===== src/rtl/core/xor_closest_node_search_defines.svh =====
// ---------------------------------------------------------------------------
// xor closest node search - assertion macros
// shared property wrappers for the closest node search core
// ---------------------------------------------------------------------------
`ifndef XOR_CLOSEST_NODE_SEARCH_DEFINES_SVH
`define XOR_CLOSEST_NODE_SEARCH_DEFINES_SVH

// same-cycle implication, gated by active-low reset
`define XCNS_ASSERT_NOW(label, clk, rstn, ante, cons, msg) \
    label: assert property (@(posedge clk) disable iff (!(rstn)) (ante) |-> (cons)) \
        else $error(msg);

// next-cycle implication, gated by active-low reset
`define XCNS_ASSERT_NEXT(label, clk, rstn, ante, cons, msg) \
    label: assert property (@(posedge clk) disable iff (!(rstn)) (ante) |=> (cons)) \
        else $error(msg);

`endif


===== src/rtl/core/xcns_pkg.sv =====
// ---------------------------------------------------------------------------
// xcns_pkg
// types, codes and helpers for the xor closest node search core
// ---------------------------------------------------------------------------
package xcns_pkg;

    // default sizing
    localparam int TABLE_DEPTH_DEF = 16;
    localparam int KEY_BYTES_DEF   = 8;

    // fixed field widths
    localparam int KEY_FIELD_W   = 64;
    localparam int MODE_W        = 2;
    localparam int STATUS_W      = 2;
    localparam int COUNT_FIELD_W = 5;
    localparam int INDEX_FIELD_W = 4;
    localparam int BUCKET_W      = 7;
    localparam int BYTE_SEL_W    = 3;
    localparam int S_DATA_W      = 2 * KEY_FIELD_W;
    localparam int M_DATA_RAW_W  = COUNT_FIELD_W + INDEX_FIELD_W + KEY_FIELD_W + BUCKET_W + 1;
    localparam int M_DATA_W      = ((M_DATA_RAW_W + 7) / 8) * 8;

    // item modes
    localparam logic [MODE_W-1:0] MODE_CLEAR  = 2'd0;
    localparam logic [MODE_W-1:0] MODE_APPEND = 2'd1;
    localparam logic [MODE_W-1:0] MODE_QUERY  = 2'd2;

    // result status codes
    localparam logic [STATUS_W-1:0] STATUS_OK       = 2'd0;
    localparam logic [STATUS_W-1:0] STATUS_EMPTY    = 2'd1;
    localparam logic [STATUS_W-1:0] STATUS_IS_LOCAL = 2'd2;
    localparam logic [STATUS_W-1:0] STATUS_FULL     = 2'd3;

    // bucket code when closest key equals local key
    localparam logic [BUCKET_W-1:0] BUCKET_NONE = '1;

    typedef enum logic [1:0] {
        ST_IDLE,
        ST_SCAN,
        ST_BUCKET,
        ST_DONE
    } xcns_state_t;

    // position of the highest set bit in a byte
    function automatic logic [2:0] top_bit8(input logic [7:0] v);
        logic [2:0] pos;
        pos = '0;
        for (int i = 0; i < 8; i++) begin
            if (v[i]) begin
                pos = 3'(i);
            end
        end
        return pos;
    endfunction

endpackage


===== src/rtl/core/xcns_ram.sv =====
// ---------------------------------------------------------------------------
// xcns_ram
// simple dual-port ram, one write and one read port, registered read data
// ---------------------------------------------------------------------------
module xcns_ram #(
    parameter int WIDTH = 64,
    parameter int DEPTH = 16
) (
    input  logic                     aclk,
    input  logic                     we,
    input  logic [$clog2(DEPTH)-1:0] waddr,
    input  logic [WIDTH-1:0]         wdata,
    input  logic [$clog2(DEPTH)-1:0] raddr,
    output logic [WIDTH-1:0]         rdata
);

    logic [WIDTH-1:0] mem [DEPTH];

    // write port
    always_ff @(posedge aclk) begin
        if (we) begin
            mem[waddr] <= wdata;
        end
    end

    // registered read port
    always_ff @(posedge aclk) begin
        rdata <= mem[raddr];
    end

endmodule


===== src/rtl/core/xor_closest_node_search.sv =====
// ---------------------------------------------------------------------------
// xor_closest_node_search
// key table with xor-distance closest node lookup, bucket and local test
// ---------------------------------------------------------------------------
//  channel  | ports                | contents
//  ---------+----------------------+------------------------------------------
//  input    | s_axis_t*            | mode, node key, target key
//  result   | m_axis_t*            | status, count, index, key, bucket, flag
//  config   | cfg_valid/ready/data | local key
//
//  clear, append and error items go from the accept straight to the result.
//  a query first scans the filled entries, where the table ram gives one key
//  per cycle to the distance compare, then the bucket is found one key byte
//  per cycle from the top. after reset the table is empty and the local key
//  is zero. a stalled result sits in the output register while the next beat
//  is taken; the core waits in its done state only if that register is still
//  full when the next result is ready.
// ---------------------------------------------------------------------------
`include "xor_closest_node_search_defines.svh"

module xor_closest_node_search
    import xcns_pkg::*;
#(
    parameter int TABLE_DEPTH = TABLE_DEPTH_DEF,
    parameter int KEY_BYTES   = KEY_BYTES_DEF
) (
    input  logic                   aclk,
    input  logic                   aresetn,
    // input channel
    input  logic                   s_axis_tvalid,
    output logic                   s_axis_tready,
    input  logic [S_DATA_W-1:0]    s_axis_tdata,  // node_key, target_key
    input  logic [MODE_W-1:0]      s_axis_tuser,  // mode
    // result channel
    output logic                   m_axis_tvalid,
    input  logic                   m_axis_tready,
    output logic [M_DATA_W-1:0]    m_axis_tdata,  // entry_count, closest_index,
                                                  // closest_key, closest_bucket,
                                                  // local_is_closest, zero pad
    output logic [STATUS_W-1:0]    m_axis_tuser,  // status
    // configuration
    input  logic                   cfg_valid,
    output logic                   cfg_ready,
    input  logic [KEY_FIELD_W-1:0] cfg_data       // local_key
);

    localparam int KW = 8 * KEY_BYTES;
    localparam int IW = $clog2(TABLE_DEPTH);
    localparam int CW = $clog2(TABLE_DEPTH + 1);

    xcns_state_t state_reg, state_next;

    logic [KW-1:0]          local_key_reg, local_key_next;
    logic [CW-1:0]          count_reg, count_next;
    logic [KW-1:0]          target_reg, target_next;
    logic [IW-1:0]          cmp_idx_reg, cmp_idx_next;
    logic [KW-1:0]          best_d_reg, best_d_next;
    logic [IW-1:0]          best_idx_reg, best_idx_next;
    logic [KW-1:0]          best_key_reg, best_key_next;
    logic [BYTE_SEL_W-1:0]  byte_reg, byte_next;
    logic [BUCKET_W-1:0]    bucket_reg, bucket_next;
    logic                   lclose_reg, lclose_next;
    logic [STATUS_W-1:0]    status_reg, status_next;

    logic                   m_valid_reg, m_valid_next;
    logic [M_DATA_W-1:0]    m_data_reg, m_data_next;
    logic [STATUS_W-1:0]    m_user_reg, m_user_next;

    logic                   s_fire;
    logic                   out_free;
    logic                   ram_we;
    logic [IW-1:0]          ram_raddr;
    logic [KW-1:0]          ram_rdata;
    logic [KW-1:0]          in_node_key;
    logic [KW-1:0]          in_target_key;
    logic                   table_full;
    logic                   target_is_local;
    logic                   scan_last;
    logic [KW-1:0]          scan_dist;
    logic [KEY_FIELD_W-1:0] diff_wide;
    logic [7:0]             diff_byte;
    logic [BUCKET_W-1:0]    bucket_found;

    // handshakes and input decode
    assign s_fire          = s_axis_tvalid && s_axis_tready;
    assign out_free        = !m_valid_reg || m_axis_tready;
    assign in_node_key     = s_axis_tdata[KW-1:0];
    assign in_target_key   = s_axis_tdata[KEY_FIELD_W +: KW];
    assign table_full      = (count_reg == CW'(TABLE_DEPTH));
    assign target_is_local = (in_target_key == local_key_reg);
    assign cfg_ready       = 1'b1;

    // scan compare on the key read last cycle
    assign scan_dist = ram_rdata ^ target_reg;
    assign scan_last = ((CW'(cmp_idx_reg) + CW'(1)) == count_reg);

    // bucket search, one byte of the key difference per cycle
    assign diff_wide    = KEY_FIELD_W'(best_key_reg ^ local_key_reg);
    assign diff_byte    = diff_wide[{byte_reg, 3'b000} +: 8];
    assign bucket_found = {1'b0, byte_reg, top_bit8(diff_byte)};

    // key table
    xcns_ram #(
        .WIDTH (KW),
        .DEPTH (TABLE_DEPTH)
    ) u_table (
        .aclk  (aclk),
        .we    (ram_we),
        .waddr (count_reg[IW-1:0]),
        .wdata (in_node_key),
        .raddr (ram_raddr),
        .rdata (ram_rdata)
    );

    // next state
    always_comb begin
        state_next = state_reg;
        case (state_reg)
            ST_IDLE: begin
                if (s_fire) begin
                    if (s_axis_tuser == MODE_QUERY && !target_is_local && count_reg != '0) begin
                        state_next = ST_SCAN;
                    end else begin
                        state_next = ST_DONE;
                    end
                end
            end
            ST_SCAN: begin
                if (scan_last) begin
                    state_next = ST_BUCKET;
                end
            end
            ST_BUCKET: begin
                if (diff_byte != '0 || byte_reg == '0) begin
                    state_next = ST_DONE;
                end
            end
            ST_DONE: begin
                if (out_free) begin
                    state_next = ST_IDLE;
                end
            end
            default: begin
                state_next = ST_IDLE;
            end
        endcase
    end

    // fsm outputs
    always_comb begin
        s_axis_tready = 1'b0;
        ram_we        = 1'b0;
        ram_raddr     = '0;
        case (state_reg)
            ST_IDLE: begin
                s_axis_tready = 1'b1;
                ram_we        = s_fire && s_axis_tuser == MODE_APPEND && !table_full;
            end
            ST_SCAN: begin
                // the read past the last entry is never used
                ram_raddr = cmp_idx_reg + IW'(1);
            end
            default: begin
                ram_raddr = '0;
            end
        endcase
    end

    // datapath
    always_comb begin
        local_key_next = local_key_reg;
        count_next     = count_reg;
        target_next    = target_reg;
        cmp_idx_next   = cmp_idx_reg;
        best_d_next    = best_d_reg;
        best_idx_next  = best_idx_reg;
        best_key_next  = best_key_reg;
        byte_next      = byte_reg;
        bucket_next    = bucket_reg;
        lclose_next    = lclose_reg;
        status_next    = status_reg;

        if (cfg_valid && cfg_ready) begin
            local_key_next = cfg_data[KW-1:0];
        end

        case (state_reg)
            ST_IDLE: begin
                if (s_fire) begin
                    target_next   = in_target_key;
                    cmp_idx_next  = '0;
                    best_d_next   = '0;
                    best_idx_next = '0;
                    best_key_next = '0;
                    byte_next     = BYTE_SEL_W'(KEY_BYTES - 1);
                    bucket_next   = '0;
                    lclose_next   = 1'b0;
                    status_next   = STATUS_OK;
                    case (s_axis_tuser)
                        MODE_CLEAR: begin
                            count_next = '0;
                        end
                        MODE_APPEND: begin
                            if (table_full) begin
                                status_next = STATUS_FULL;
                            end else begin
                                count_next = count_reg + CW'(1);
                            end
                        end
                        MODE_QUERY: begin
                            if (target_is_local) begin
                                status_next = STATUS_IS_LOCAL;
                            end else if (count_reg == '0) begin
                                status_next = STATUS_EMPTY;
                            end
                        end
                        default: begin
                            status_next = STATUS_OK;
                        end
                    endcase
                end
            end
            ST_SCAN: begin
                // ties go to the later entry
                if (cmp_idx_reg == '0 || scan_dist <= best_d_reg) begin
                    best_d_next   = scan_dist;
                    best_idx_next = cmp_idx_reg;
                    best_key_next = ram_rdata;
                end
                cmp_idx_next = cmp_idx_reg + IW'(1);
            end
            ST_BUCKET: begin
                if (diff_byte != '0) begin
                    bucket_next = bucket_found;
                    lclose_next = (local_key_reg ^ target_reg) < best_d_reg;
                end else if (byte_reg == '0) begin
                    bucket_next = BUCKET_NONE;
                    lclose_next = 1'b1;
                end else begin
                    byte_next = byte_reg - BYTE_SEL_W'(1);
                end
            end
            default: begin
                cmp_idx_next = cmp_idx_reg;
            end
        endcase
    end

    // output register
    always_comb begin
        m_valid_next = m_valid_reg;
        m_data_next  = m_data_reg;
        m_user_next  = m_user_reg;
        if (m_valid_reg && m_axis_tready) begin
            m_valid_next = 1'b0;
        end
        if (state_reg == ST_DONE && out_free) begin
            m_valid_next = 1'b1;
            m_user_next  = status_reg;
            m_data_next  = M_DATA_W'({lclose_reg,
                                      bucket_reg,
                                      KEY_FIELD_W'(best_key_reg),
                                      INDEX_FIELD_W'(best_idx_reg),
                                      COUNT_FIELD_W'(count_reg)});
        end
    end

    assign m_axis_tvalid = m_valid_reg;
    assign m_axis_tdata  = m_data_reg;
    assign m_axis_tuser  = m_user_reg;

    // control registers
    always_ff @(posedge aclk) begin
        if (!aresetn) begin
            state_reg     <= ST_IDLE;
            count_reg     <= '0;
            local_key_reg <= '0;
            m_valid_reg   <= 1'b0;
        end else begin
            state_reg     <= state_next;
            count_reg     <= count_next;
            local_key_reg <= local_key_next;
            m_valid_reg   <= m_valid_next;
        end
    end

    // payload registers
    always_ff @(posedge aclk) begin
        target_reg   <= target_next;
        cmp_idx_reg  <= cmp_idx_next;
        best_d_reg   <= best_d_next;
        best_idx_reg <= best_idx_next;
        best_key_reg <= best_key_next;
        byte_reg     <= byte_next;
        bucket_reg   <= bucket_next;
        lclose_reg   <= lclose_next;
        status_reg   <= status_next;
        m_data_reg   <= m_data_next;
        m_user_reg   <= m_user_next;
    end

    // checks
    `XCNS_ASSERT_NOW(a_count_bound, aclk, aresetn, 1'b1, count_reg <= CW'(TABLE_DEPTH),
        "entry count above table depth")
    `XCNS_ASSERT_NOW(a_scan_in_range, aclk, aresetn, state_reg == ST_SCAN,
        count_reg != '0 && CW'(cmp_idx_reg) < count_reg, "scan index outside filled entries")
    `XCNS_ASSERT_NEXT(a_done_loads_out, aclk, aresetn, state_reg == ST_DONE && out_free,
        m_valid_reg && state_reg == ST_IDLE, "finished item not moved to output register")

endmodule


===== config.mk =====
export PLATFORM = sky130hd
export DESIGN_NAME = xor_closest_node_search
export DESIGN_NICKNAME = d
export VERILOG_FILES = /design/src/rtl/core/xcns_pkg.sv /design/src/rtl/core/xcns_ram.sv /design/src/rtl/core/xor_closest_node_search.sv
export VERILOG_INCLUDE_DIRS = /design/src /design/src/rtl/core
export SDC_FILE = /design/constraint.sdc
export NUM_CORES = 2
export LEC_CHECK = 0
export CORE_MARGIN = 1
export CORE_UTILIZATION = 46
export DETAILED_ROUTE_END_ITERATION = 12
export DONT_BUFFER_PORTS = 1
export PLACE_DENSITY_LB_ADDON = 0.2
export SLEW_MARGIN = 10
export SYNTH_ARGS = -nofsm -noshare
export SYNTH_HDL_FRONTEND = slang
export SYNTH_SLANG_ARGS = --single-unit

===== constraint.sdc =====
create_clock -name aclk -period 18.6 [get_ports aclk]
set_clock_uncertainty 0.05 [all_clocks]
set_input_delay 1.86 -clock aclk [delete_from_list [all_inputs] [get_ports aclk]]
set_output_delay 1.86 -clock aclk [all_outputs]
set_load 0.01 [all_outputs]

After elaboration in Yosys (flattened, before gate mapping)
Memories as Yosys holds them, arrays and structs flattened. A register that Yosys moved wholly into a read port is not among the register bits.
Index checks and enable logic that the tools add are counted.

word-level totals
  flip-flop bits (word level) = 368
  RAM bits = 1024
  bits of input ports = 199
  memories kept = 1

cells by class
  add/subtract/negate cells = 4
  order comparisons = 2
  equal/unequal tests = 17
  shift-type cells = 1
  mux-type cells = 47
  bitwise gates (word level) = 3
  reductions and logical operators = 31

memory list
  memory       words  bits a word  read ports  clocked after Yosys merged registers in  wr ports  RTL line        RTL
  u_table.mem  16     64           1           1                                        1         xcns_ram.sv:17  logic [WIDTH-1:0] mem [DEPTH];

operator list
  kind                                        count
  one-hot mux 64 bit (2 select lines)         2
  2-to-1 mux 64 bit                           3
  bitwise XOR 64 bit                          3
  equality test 64 bit                        1
  <= comparator 64 bit                        1
  < comparator 64 bit                         1
  variable part select 64 x 7 -> 8 bit        1
  2-to-1 mux 3 bit                            8
  2-to-1 mux 7 bit                            3
  2-to-1 mux 2 bit                            8
  != test 2 bit, second input constant        8
  one-hot mux 4 bit (2 select lines)          2
  one-hot mux 7 bit (2 select lines)          1
  2-to-1 mux 4 bit                            3
  AND reduction 4 bit                         3
  2-to-1 mux 1 bit                            11
  one-hot mux 5 bit (2 select lines)          1
  one-hot mux 2 bit (4 select lines)          1
  nonzero test 2 bit                          4
  nonzero test 8 bit                          1
  logical AND 1 bit                           7
  equality test 2 bit, second input constant  3
  one-hot mux 3 bit (2 select lines)          1
  AND reduction 3 bit                         2
  other kinds (19)                            26

Longest topological paths before layout
  word-level depth = 11
  mapped depth = 12
  gate-level depth less buffers = 10

Cells and area by module
From an unflattened synthesis, not the netlist that was laid out.

second synthesis, totals
  cell total of the unflattened synthesis = 3125
  area, all modules = 58587.4 µm²

modules (own cells, without submodules)
  module                   instances  cells an instance  area each (µm²)  sequential area each (µm²)
  xcns_ram                 1          1647               39581.7          32030.7
  xor_closest_node_search  1          1478               19005.7          10329.9

Worst setup path before layout
Ideal clock, no wire load.

  kind = input-to-reg
  start = input port s_axis_tvalid
  end = register best_d_reg[0] (enable)
  library setup time = 981 ps
  data arrival time = 15362 ps
  data required time = 17569 ps
  setup slack = 2207 ps
  stages on the path = 3
  cells stage by stage = mux2_2 -> nand4_1 -> o41ai_1

between the ends
  longest elaborated chain between the ends = 3

RTL lines
  what                           RTL line                        RTL
  start: declaration             xor_closest_node_search.sv:30   input logic s_axis_tvalid,
  logical AND 1 bit              xor_closest_node_search.sv:85   assign s_fire = s_axis_tvalid && s_axis_tready;
  != test 2 bit (no line)        --
  AND reduction 3 bit (no line)  --
  end signal: assignment         xor_closest_node_search.sv:291  best_d_reg <= best_d_next;
  end: declaration               xor_closest_node_search.sv:57   logic [KW-1:0] best_d_reg, best_d_next;

No other way between the ends.
A chain may end at the register's enable or synchronous reset.

Final worst setup path
  start = register cmp_idx_reg[0]
  end = register u_table.rdata[63] (read register of u_table.mem)

between the ends
  longest elaborated chain between the ends = 2

RTL lines
  what                      RTL line                        RTL
  start: declaration        xor_closest_node_search.sv:56   logic [IW-1:0] cmp_idx_reg, cmp_idx_next;
  start signal: assignment  xor_closest_node_search.sv:290  cmp_idx_reg <= cmp_idx_next;
  adder 4 x 1 -> 4 bit      xor_closest_node_search.sv:161  ram_raddr = cmp_idx_reg + IW'(1);
  2-to-1 mux 4 bit          xor_closest_node_search.sv:154  case (state_reg)
  end: declaration          xcns_ram.sv:14                  output logic [WIDTH-1:0] rdata

No other way between the ends.

==> impl_metrics.env <==
export IMPL_fin_crit_ns=4.837
export IMPL_grt_pass1_wl_microns=226200
export IMPL_muxShareOfSynthArea_pct=8.657
export IMPL_cp_cell_sequence="buf_4 > inv_4 > nand2_4 > inv_8 > buf_12 > mux2i_1 > mux4_2 > a21oi_1"
export IMPL_initial_utilization_pct=46.42
export IMPL_outcome="complete, no violations"
export IMPL_ys_flop_type="edfxtp_1"
export IMPL_postCtsResizedCells=0
export IMPL_rows=132
export IMPL_final_area_sq_um=67080
export IMPL_fin_nets=4152
export IMPL_drv_cap=0
export IMPL_portBuffers=0
export IMPL_p_leak_nw=22.86
export IMPL_switchingPower_mw=3.301
export IMPL_synth_async_reset_ratio_pct=0
export IMPL_path_max_fanout=129
export IMPL_synth_top_family_by_area="multiplexers"
export IMPL_final_layout_size_suffix_gt1_share_pct=9.921
export IMPL_final_hold_viol_count=0
export IMPL_place_area_sq_um=62100
export IMPL_path_clk_slew_ns=0.06
export IMPL_critPathCaptureType="register"
export IMPL_use_met2_pct=38.27
export IMPL_die_area_sq_um=132300
export IMPL_tns_ns=0
export IMPL_top_usage_layer="met2"
export IMPL_grt_max_degree=130
export IMPL_avgViaCountPerCell=5.669
export IMPL_root_buffer="clkbuf_16"
export IMPL_antenna_found_initial=6
export IMPL_wl_per_cell_microns=27.64
export IMPL_p_comb_share_pct=26.9
export IMPL_h_tree_depth=4
export IMPL_dp_hpwl_microns=99430
export IMPL_clock_sinks=1456
export IMPL_synthXorXnorAreaFrac_pct=3.857
export IMPL_irDropWorstVdd_mv=0.1016
export IMPL_hold_path_class="reg2reg"
export IMPL_synth_simple_area_share_pct=6.894
export IMPL_syn_to_final_growth_pct=11.46
export IMPL_slowest_stage="inv_4"
export IMPL_fin_cells=5687
export IMPL_criticalPathCategory="reg2reg"
export IMPL_synth_adder_area_share_pct=2.952
export IMPL_grt_overflow=0
export IMPL_final_cell_mix="edfxtp_1, mux2i_1, nand2_1, and2_1, xor2_1"
export IMPL_critPathRequiredTime_ns=19.13
export IMPL_max_freq_mhz=206.7
export IMPL_place_congestion=0.9142
export IMPL_slowest_delay_ns=0.68
export IMPL_synth_compound_area_share_pct=5.310
export IMPL_ys_warn_count=0
export IMPL_holdWs_ns=0.3659
export IMPL_final_setup_viol_count=0
export IMPL_firstDrtPassIters=7
export IMPL_p_int_mw=6.816
export IMPL_syn_inst=3789
export IMPL_final_util_pct=51.74
export IMPL_cts_buffer_depth=3
export IMPL_yosysUniqueCellTypes=63
export IMPL_clkLatencyLatePin_ns=0.78
export IMPL_pre_cts_ws_ns=13.08
export IMPL_power_per_cell_area_nw_per_um2=150.8
export IMPL_synth_edf_count=1320
export IMPL_yosysSeqAreaShare_pct=70.39
export IMPL_critPathArrivalTime_ns=5.37
export IMPL_rsz0062_at_grt="no"
export IMPL_clkPwrFrac_pct=29.8
export IMPL_regMostFlops="u_table.mem"
export IMPL_largest_reg_flops=1024
export IMPL_die_w_microns=363.7
export IMPL_drt_iter0_drc=2633
export IMPL_grt_usage_pct=23.76
export IMPL_critPathBufInv=4
export IMPL_relSlewSlack_pct=30.42
export IMPL_gr_usage_met3_pct=5.653
export IMPL_fin_crit_sh_pct=26.01
export IMPL_core_sq_um=129600
export IMPL_seqPwrFrac_pct=43.2
export IMPL_switching_share_pct=32.63
export IMPL_die_y_microns=363.7
export IMPL_start_kind="register"
export IMPL_dp_cells=5395
export IMPL_ant_nets=0
export IMPL_vias=32239
export IMPL_cts_buffers=156
export IMPL_routed_wl_microns=157200
export IMPL_grt_pass1_vias=31903
export IMPL_total_power_mw=10.12
export IMPL_tightest_slew_ns=1.034
export IMPL_synth_cell_area_sq_um=60180
export IMPL_crit_family="buffers and inverters"
export IMPL_global_route_usage_met1_pct=31.64
export IMPL_ys_ff_latch=1456
export IMPL_syn_area_per_cell_sq_um=15.88
export IMPL_finalWorstSetupSlack_ns=13.76
export IMPL_mostFrequentLayoutCell="edfxtp_1"
export IMPL_io_pins=292
export IMPL_drc_errors=0
export IMPL_post_cts_setup_buffers=0
export IMPL_drv_slew=0
export IMPL_cts_tree="yes"
export IMPL_cts_hold_buf=0
==> worst register-to-register path, stage by stage (launching register included) <==
cell	delay [ns]
edfxtp_1	0.35
buf_4	0.36
inv_4	0.70
nand2_4	0.57
inv_8	0.59
buf_12	0.68
mux2i_1	0.25
mux4_2	0.49
a21oi_1	0.62
==> path summary, 6_finish.rpt <==
kind                                from                         end  slack [ns]  depth (start not counted)
max             cmp_idx_reg[0]$_DFFE_PP_   u_table.rdata[63]$_DFF_P_       13.76                          8
max reg2reg     cmp_idx_reg[0]$_DFFE_PP_   u_table.rdata[63]$_DFF_P_       13.76                          8
min reg2reg  bucket_reg[4]$_SDFFCE_PN0P_  m_axis_tdata[77]$_DFFE_PP_        0.37                          0
min          bucket_reg[4]$_SDFFCE_PN0P_  m_axis_tdata[77]$_DFFE_PP_        0.37                          0
==> layout make-up <==
type	instances	area, sq um
clock inverter	74	734.5
tap	1742	2180
clock buffer	214	4234
inverter	85	334.1
antenna	4	10.01
timing repair buffer	50	400.4
fill	10672	62570
sequential	1456	42360
multi-input combinational	2062	16820
==> Yosys cell counts, drive strengths merged, types with 4 or more instances <==
cell type	n	share of area, %
o221ai	4	0.058
a21oi	97	0.83
and3	5	0.052
inv	83	0.53
nand3	12	0.10
a211oi	122	1.5
and2	258	2.7
o211ai	6	0.075
nor4	22	0.23
a31oi	6	0.062
ha	142	3.0
buf	61	0.57
o21ai	24	0.20
nand4	31	0.32
nor2	39	0.24
edfxtp	1320	66
o22ai	4	0.042
o2111ai	4	0.058
a21o	22	0.27
dfxtp	136	4.5
a311oi	120	1.7
o21a	7	0.087
nor3	69	0.57
mux2i	312	5.2
mux4	92	3.4
xor2	194	2.8
nor2b	79	0.82
clkbuf	131	0.82
nand2	276	1.7
xnor2	71	1.0
==> logic make-up after synthesis <==
family | Yosys count
AO/OA/AOI/OAI | 441
XOR/XNOR | 265
adder cells (fa/ha/maj) | 142
buffers and inverters | 277
flip-flops | 1456
multiplexers | 405
other | 2
AND/OR/NAND/NOR | 801
==> power groups by stage <==
stage	clock network [mW]	registers (mW)	logic [mW]
final	3.02	4.37	2.72
after floorplan	0	4.39	1.88
after detailed placement	0	4.44	2.73
after global routing	3.19	4.40	2.98
after CTS	3.07	4.37	2.74
after global placement	0	4.43	2.71
==> layer usage <==
metal	share of wire (%)	wire (microns)
met1	42	66580
met4	3.1	4820
met3	7.1	11200
met5	0.0083	13
met2	47	74560
Power figures use the tool's default switching activity.
